## src/hw/rtl/bps_pkg.sv

```systemverilog
package bps_pkg;

  localparam int unsigned TIME_W          = 32;
  localparam int unsigned MS_W            = 16;
  localparam int unsigned SLOT_W          = 2;
  localparam int unsigned MAX_SLOTS       = 3;
  localparam int unsigned PULSE_SLOTS_DEF = 3;

  typedef enum logic {
    ACT_TICK  = 1'b0,
    ACT_START = 1'b1
  } action_t;

  typedef struct packed {
    action_t         action;
    logic [MS_W-1:0] first_ms;
    logic [MS_W-1:0] second_ms;
    logic [MS_W-1:0] third_ms;
    logic [MS_W-1:0] gap_ms;
    logic [MS_W-1:0] end_ms;
  } item_t;

  typedef struct packed {
    logic sound_pin;
    logic busy_res;
  } res_t;

  // Core status, watched by the checks in the top level
  typedef struct packed {
    logic              active;
    logic              tone_on;
    logic              pin_level;
    logic [SLOT_W-1:0] slot;
  } stat_t;

endpackage

```

## src/hw/rtl/beep_pattern_sequencer_top.sv

```systemverilog
// Path: an accepted request waits in the input register and moves on into the result
//   register once that register has room, longer only while the result side holds off.
// Throughput: one request per cycle while results are taken; the sequencer state
//   updates in combinational logic between the input register and the result register.
// Reset: rst_n is synchronous and active low; it clears time, sequence state and both
//   handshake stages. Pulse, gap and pause lengths are held only from the next start.
module beep_pattern_sequencer_top #(
  parameter int unsigned PULSE_SLOTS = bps_pkg::PULSE_SLOTS_DEF
) (
  input  logic                     clk,
  input  logic                     rst_n,
  input  logic                     in_valid,
  output logic                     in_ready,
  input  logic                     in_action,
  input  logic [bps_pkg::MS_W-1:0] in_first_ms,
  input  logic [bps_pkg::MS_W-1:0] in_second_ms,
  input  logic [bps_pkg::MS_W-1:0] in_third_ms,
  input  logic [bps_pkg::MS_W-1:0] in_gap_ms,
  input  logic [bps_pkg::MS_W-1:0] in_end_ms,
  output logic                     out_valid,
  input  logic                     out_ready,
  output logic                     out_sound_pin,
  output logic                     out_busy_res
);

  bps_pkg::item_t item_in;
  bps_pkg::item_t item_held;
  bps_pkg::res_t  res_nxt;
  bps_pkg::res_t  res_out;
  bps_pkg::stat_t stat;
  logic           held_vld;
  logic           out_free;
  logic           fire;

  // Pack the incoming request fields
  assign item_in.action    = bps_pkg::action_t'(in_action);
  assign item_in.first_ms  = in_first_ms;
  assign item_in.second_ms = in_second_ms;
  assign item_in.third_ms  = in_third_ms;
  assign item_in.gap_ms    = in_gap_ms;
  assign item_in.end_ms    = in_end_ms;

  // Advance the held request into the result register whenever that register has room;
  // the sequencer state commits on the same edge.
  assign fire = held_vld && out_free;

  bps_in_reg u_in_reg (
    .clk      (clk),
    .rst_n    (rst_n),
    .in_valid (in_valid),
    .in_ready (in_ready),
    .item_i   (item_in),
    .valid_o  (held_vld),
    .item_o   (item_held),
    .take_i   (fire)
  );

  bps_core #(
    .PULSE_SLOTS (PULSE_SLOTS)
  ) u_core (
    .clk    (clk),
    .rst_n  (rst_n),
    .fire_i (fire),
    .item_i (item_held),
    .res_o  (res_nxt),
    .stat_o (stat)
  );

  bps_out_reg u_out_reg (
    .clk       (clk),
    .rst_n     (rst_n),
    .load_i    (fire),
    .res_i     (res_nxt),
    .free_o    (out_free),
    .out_valid (out_valid),
    .out_ready (out_ready),
    .res_o     (res_out)
  );

  assign out_sound_pin = res_out.sound_pin;
  assign out_busy_res  = res_out.busy_res;

`ifndef ASSERT_OFF
  // Slot index never runs past the end-pause slot
  a_slot_range: assert property (@(posedge clk) disable iff (!rst_n)
    stat.slot <= 2'(PULSE_SLOTS))
    else $error("slot index beyond end-pause slot");

  // Pin is high only while a pulse is on, and a pulse is on only during a sequence
  a_pin_tone: assert property (@(posedge clk) disable iff (!rst_n)
    stat.pin_level |-> (stat.tone_on && stat.active))
    else $error("pin high outside an active pulse");

  // A request moved out of the input register always shows up as a result
  a_fire_out: assert property (@(posedge clk) disable iff (!rst_n)
    fire |=> out_valid)
    else $error("result lost after advance");

  // The registered busy flag matches the sequencer state it was taken from
  a_busy_match: assert property (@(posedge clk) disable iff (!rst_n)
    fire |=> (out_busy_res == stat.active))
    else $error("busy result disagrees with sequencer state");
`endif

endmodule

```

## src/hw/rtl/bps_in_reg.sv

```systemverilog
module bps_in_reg (
  input  logic           clk,
  input  logic           rst_n,
  input  logic           in_valid,
  output logic           in_ready,
  input  bps_pkg::item_t item_i,
  output logic           valid_o,
  output bps_pkg::item_t item_o,
  input  logic           take_i
);

  logic           vld_r;
  logic           vld_nxt;
  bps_pkg::item_t item_r;

  // Accept whenever the held request leaves in this cycle or none is held
  assign in_ready = !vld_r || take_i;
  assign vld_nxt  = in_valid || (vld_r && !take_i);

  always_ff @(posedge clk) begin
    if (!rst_n) begin
      vld_r <= 1'b0;
    end else begin
      vld_r <= vld_nxt;
    end
  end

  always_ff @(posedge clk) begin
    if (in_valid && in_ready) begin
      item_r <= item_i;
    end
  end

  assign valid_o = vld_r;
  assign item_o  = item_r;

endmodule

```

## src/hw/rtl/bps_core.sv

```systemverilog
module bps_core #(
  parameter int unsigned PULSE_SLOTS = bps_pkg::PULSE_SLOTS_DEF
) (
  input  logic           clk,
  input  logic           rst_n,
  input  logic           fire_i,
  input  bps_pkg::item_t item_i,
  output bps_pkg::res_t  res_o,
  output bps_pkg::stat_t stat_o
);

  localparam int unsigned TW = bps_pkg::TIME_W;
  localparam int unsigned MW = bps_pkg::MS_W;
  localparam int unsigned SW = bps_pkg::SLOT_W;
  localparam logic [SW-1:0] LAST_SLOT = SW'(PULSE_SLOTS);

  logic [TW-1:0] now_r, now_nxt;
  logic          act_r, act_nxt;
  logic          cd_r, cd_nxt;
  logic          ton_r, ton_nxt;
  logic          pin_r, pin_nxt;
  logic [SW-1:0] slot_r, slot_nxt;
  logic [TW-1:0] last_r, last_nxt;

  logic [MW-1:0] pulse_r [PULSE_SLOTS];
  logic [MW-1:0] gap_r;
  logic [MW-1:0] end_r;

  logic [MW-1:0] in_pulse [bps_pkg::MAX_SLOTS];
  logic [MW-1:0] pulse_e  [PULSE_SLOTS];
  logic [MW-1:0] gap_e;
  logic [MW-1:0] end_e;
  logic [MW-1:0] psel;
  logic [MW-1:0] slot_val;
  logic          is_tick;
  logic          load;
  logic          in_pulse_slot;
  logic          ended;

  assign in_pulse[0] = item_i.first_ms;
  assign in_pulse[1] = item_i.second_ms;
  assign in_pulse[2] = item_i.third_ms;

  assign is_tick = (item_i.action == bps_pkg::ACT_TICK);
  // A start only loads while idle; a start while busy changes nothing
  assign load    = !is_tick && !act_r;
  assign now_nxt = is_tick ? now_r + TW'(1) : now_r;
  assign gap_e   = load ? item_i.gap_ms : gap_r;
  assign end_e   = load ? item_i.end_ms : end_r;

  always_comb begin
    for (int i = 0; i < PULSE_SLOTS; i++) begin
      pulse_e[i] = load ? in_pulse[i] : pulse_r[i];
    end
  end

  always_comb begin
    psel = '0;
    for (int i = 0; i < PULSE_SLOTS; i++) begin
      if (slot_r == SW'(i)) begin
        psel = pulse_e[i];
      end
    end
  end

  assign in_pulse_slot = (slot_r < LAST_SLOT);
  assign slot_val      = in_pulse_slot ? psel : end_e;

  always_comb begin
    act_nxt  = act_r || load;
    cd_nxt   = cd_r;
    ton_nxt  = ton_r;
    pin_nxt  = pin_r;
    slot_nxt = slot_r;
    last_nxt = last_r;
    ended    = 1'b0;
    if (is_tick || load) begin
      if (!act_nxt) begin
        if (ton_r) begin
          pin_nxt = 1'b0;
        end
      end else begin
        if (in_pulse_slot) begin
          if (psel != '0) begin
            if (!ton_r && (now_nxt >= last_r + TW'(gap_e))) begin
              ton_nxt  = 1'b1;
              pin_nxt  = 1'b1;
              last_nxt = now_nxt;
            end else if (ton_r && (now_nxt >= last_r + TW'(psel))) begin
              ton_nxt  = 1'b0;
              cd_nxt   = 1'b1;
              pin_nxt  = 1'b0;
              last_nxt = now_nxt;
            end
          end
        end else if (last_r < now_nxt - TW'(end_e)) begin
          // End pause has run out: drop back to idle
          ended    = 1'b1;
          slot_nxt = '0;
          act_nxt  = 1'b0;
          if (ton_r) begin
            pin_nxt = 1'b0;
          end
        end
        if (!ended && (cd_nxt || slot_val == '0)) begin
          if (in_pulse_slot) begin
            slot_nxt = slot_r + SW'(1);
          end
          cd_nxt = 1'b0;
          if (ton_nxt) begin
            pin_nxt = 1'b0;
          end
        end
      end
    end
  end

  always_ff @(posedge clk) begin
    if (!rst_n) begin
      now_r  <= '0;
      act_r  <= 1'b0;
      cd_r   <= 1'b0;
      ton_r  <= 1'b0;
      pin_r  <= 1'b0;
      slot_r <= '0;
      last_r <= '0;
    end else if (fire_i) begin
      now_r  <= now_nxt;
      act_r  <= act_nxt;
      cd_r   <= cd_nxt;
      ton_r  <= ton_nxt;
      pin_r  <= pin_nxt;
      slot_r <= slot_nxt;
      last_r <= last_nxt;
    end
  end

  always_ff @(posedge clk) begin
    if (fire_i && load) begin
      for (int i = 0; i < PULSE_SLOTS; i++) begin
        pulse_r[i] <= in_pulse[i];
      end
      gap_r <= item_i.gap_ms;
      end_r <= item_i.end_ms;
    end
  end

  assign res_o.sound_pin = pin_nxt;
  assign res_o.busy_res  = act_nxt;

  assign stat_o.active    = act_r;
  assign stat_o.tone_on   = ton_r;
  assign stat_o.pin_level = pin_r;
  assign stat_o.slot      = slot_r;

endmodule

```

## src/hw/rtl/bps_out_reg.sv

```systemverilog
module bps_out_reg (
  input  logic          clk,
  input  logic          rst_n,
  input  logic          load_i,
  input  bps_pkg::res_t res_i,
  output logic          free_o,
  output logic          out_valid,
  input  logic          out_ready,
  output bps_pkg::res_t res_o
);

  logic          vld_r;
  logic          vld_nxt;
  bps_pkg::res_t res_r;

  assign free_o  = !vld_r || out_ready;
  assign vld_nxt = load_i || (vld_r && !out_ready);

  always_ff @(posedge clk) begin
    if (!rst_n) begin
      vld_r <= 1'b0;
    end else begin
      vld_r <= vld_nxt;
    end
  end

  always_ff @(posedge clk) begin
    if (load_i) begin
      res_r <= res_i;
    end
  end

  assign out_valid = vld_r;
  assign res_o     = res_r;

endmodule

```

## config.mk

```make
export PLATFORM = sky130hd
export DESIGN_NAME = beep_pattern_sequencer_top
export DESIGN_NICKNAME = d
export VERILOG_FILES = /design/src/hw/rtl/bps_pkg.sv /design/src/hw/rtl/beep_pattern_sequencer_top.sv /design/src/hw/rtl/bps_in_reg.sv /design/src/hw/rtl/bps_core.sv /design/src/hw/rtl/bps_out_reg.sv
export SDC_FILE = /design/constraint.sdc
export NUM_CORES = 1
export LEC_CHECK = 0
export ABC_AREA = 1
export BUFFER_PORTS_ARGS = -buffer_cell sky130_fd_sc_hd__buf_4
export CORE_MARGIN = 8
export CORE_UTILIZATION = 60
export DETAILED_ROUTE_END_ITERATION = 12
export PLACE_DENSITY_LB_ADDON = 0.12
export SLEW_MARGIN = 10
export SYNTH_ARGS = -nofsm -noshare
export SYNTH_HDL_FRONTEND = slang
export SYNTH_SLANG_ARGS = --single-unit
```

## constraint.sdc

```tcl
create_clock -name clk -period 7.2 [get_ports clk]
set_clock_uncertainty 0.1 [all_clocks]
set_input_delay 1.08 -clock clk [delete_from_list [all_inputs] [get_ports clk]]
set_output_delay 1.08 -clock clk [all_outputs]
set_load 0.05 [all_outputs]
```

==> summary.md <==
| Metric | Value |
|---|---|
| Fmax | 0.155 GHz |
| Pre-Repair DR Iteration Count | 5 |
| Top-Level Pins | 89 |
| HP Class | register to register |
| Design area | 0.0174 sq mm |
| Remaining DRCs | 0 |
| Final nets | 2217 |
| Layout cells sized above 1 | 9.25% |
| Core Box Area | 0.0257 sq mm |
| Crit. End Element | register |
| Max-slew headroom | 35.5% |
| Post-layout min period | 6.44 ns |
| Final Power | 3780 uW |
| Required @ worst endpoint | 7.56 ns |
| GRT Total Usage | 24.7% |
| Global-route wire length before repair | 62400 um |
| Post-synth EDFFs | 163 |
| Hpwl dp | 30000 um |
| WL per Instance | 16.6 um |
| I/O Buffers | 88 |
| Seq/Total Area, Yosys | 40.8% |
| Largest net degree at the start of global routing | 72 |
| Initial antenna violation count | 0 |
| Most frequent cells in the layout | nand2_1, inv_1, edfxtp_1, a21oi_1, ha_1 |
| Worst reg-to-reg setup slack | 0.76 ns |
| Worst-path fanout max | 38 |
| Pwr dens | 218 mW/mm^2 |
| Arr. time, crit path | 6.80 ns |
| VDD IR max | 0.259 mV |
| Post-CTS Hold Buffers | 0 |
| Tcrit/Tclk final | 89.4% |
| Slowest CP cell | edfxtp_1 |
| Compound-Gate Fraction of Synth Area | 10.8% |
| Die Area | 0.0313 sq mm |
| Most frequent CP cell | nand2_1 |
| Commonest non-fill, non-tap cell in the layout | nand2_1 |
| Max-slew violations | 0 |
| CP peak stage delay | 0.51 ns |
| Syn nets | 2123 |
| Static Leak | 0.00809 uW |
| Synth async-reset ratio | 0% |
| Antenna viol nets, final | 0 |
| FF+latch count, synth | 235 |
| Delay-heaviest family, CP | simple AND/OR/NAND/NOR gates |
| RSZ-0062 raised after global routing | false |
| Number of core rows | 59 |
| ANT cells | 0 |
| Total number of vias | 12749 |
| Worst setup SP type | register |
| Mapped cell area | 0.0155 sq mm |
| Htree depth | 1 |
| Post-synthesis adder-cell area fraction | 12.3% |
| Drt initial violations | 711 |
| Grt ovf | 0 |
| Clk sink count | 235 |
| Root buffer cell | clkbuf_16 |
| Clock-pin slew on the worst setup and hold paths | 0.06 ns |
| Die width | 177 um |
| Final Hold Vio Count | 0 |
| Largest family of logic cells by synthesized area | simple AND/OR/NAND/NOR gates |
| Cell area after placement | 0.0165 sq mm |
| RePlAce Congestion | 0.909 |
| Clk_lat worst skew | 0.55 ns |
| Synth Instances | 1887 |
| Setup tns final | 0 ns |
| Post-synthesis area per instance | 8.22 sq um |
| Post-synthesis simple-gate area fraction | 21.2% |
| Starting Density | 60.4% |
| Number of global-route vias before repair | 12526 |
| Hold_ws | 0.346 ns |
| WP buf/inv | 3 |
| Yosys Warn Count | 0 |
| CTS tree | done |
| Core Util, Final | 67.6% |
| Main synth FF type | edfxtp_1 |
| Post-synthesis mux area share | 0.645% |
| Final setup fails | 0 |
| Post-Synth XOR/XNOR Area | 6.42% |
| CP Class | register to register |
| CTS buffer count | 26 |
| Vias/cell | 5.46 |
| Syn-to-layout area delta | 11.9% |
| Outcome | complete, no violations |
| Longest Clk Path Bufs | 3 |
| Die height | 177 um |
| Least-Margin Pin Slew | 0.955 ns |
| MaxCap Viol Count | 0 |
| Cell variety after synth | 53 |
| Routed Wire Length | 38700 um |
routing by layer:
layer | routed length, um | GRT usage [%] | vias to the layer above
met5 | 0 | 0 | -
met4 | 1390 | 9.11 | 0
met3 | 2010 | 3.63 | 101
met2 | 18700 | 43.4 | 342
met1 | 16600 | 30.2 | 5806
li1 | - | - | 6500
cell usage after synthesis (all sizes together), types with 2 or more instances:
cell type | count | area share [%]
nand2 | 437 | 11
inv | 252 | 6.1
edfxtp | 163 | 32
a21oi | 151 | 4.9
ha | 148 | 12
nor2 | 142 | 3.7
o21ai | 121 | 3.9
nand3 | 107 | 3.5
xor2 | 87 | 5.0
dfxtp | 72 | 9.3
nor3 | 29 | 1.1
buf | 25 | 1.2
xnor2 | 25 | 1.4
clkbuf | 22 | 0.54
nand4 | 21 | 0.85
nand3b | 14 | 0.68
mux2i | 10 | 0.65
nor4 | 9 | 0.40
a21boi | 7 | 0.34
o21a | 7 | 0.34
o211ai | 6 | 0.29
a31oi | 5 | 0.20
a211oi | 4 | 0.23
a21o | 4 | 0.19
or2 | 4 | 0.16
fa | 3 | 0.39
o21bai | 2 | 0.097
o221ai | 2 | 0.11
per-stage QoR:
stage,instances,worst slack (ns)
global placement,2285,0.887
finish,2336,0.764
CTS,2333,0.417
detailed placement,2285,0.503
floorplan,1887,1.58
global route,2336,0.0776
area by class of cell:
cell class                      instances  area [sq um]
Clock buffer                           35           708
Clock inverter                         13           130
Fill cell                            2150          8330
Inverter                              253           953
Multi-Input combinational cell       1352          7970
Sequential cell                       235          6340
Tap cell                              335           419
Timing Repair Buffer                  113           848
report_power, final:
group          total, uW  leakage (uW)  switching [uW]  internal, uW
Sequential          1590       0.00213            65.1          1530
Combinational        892       0.00554             549           342
Clock               1300      0.000413             562           736
Total               3780       0.00809            1180          2600
logic make-up after synthesis:
group	count (synthesis)
DFF	235
AOI/OAI and AO/OA	312
and+or+nand+nor	767
buffers and inverters	300
muxes	10
xor gates and xnor gates	112
adders and majority gates	151
final timing paths:
path,from,end,cells after the start
setup reg to reg,u_in_reg.item_o[80]$_DFFE_PP_,u_core.last_r[10]$_SDFFE_PN0P_,28
hold / removal,u_in_reg.item_o[77]$_DFFE_PP_,u_core.pulse_r[0][13]$_DFFE_PP_,0
setup / recovery,u_in_reg.item_o[80]$_DFFE_PP_,u_core.last_r[10]$_SDFFE_PN0P_,28
hold reg to reg,u_in_reg.item_o[77]$_DFFE_PP_,u_core.pulse_r[0][13]$_DFFE_PP_,0
state kept, by name (all words and copies together) (netlist names), 2 cells and up, named ones only:
name             flops
u_core.end_r        16
u_core.last_r       32
u_core.pulse_r      48
u_in_reg.item_o     81
u_core.gap_r        16
u_core.now_r        32
u_out_reg.res_o      2
what timing repair did:
action	in CTS	in global routing
buffers inserted	0	3
resized for setup	0	0
setup endpoints to repair	0	23
Power figures use the tool's default switching activity.
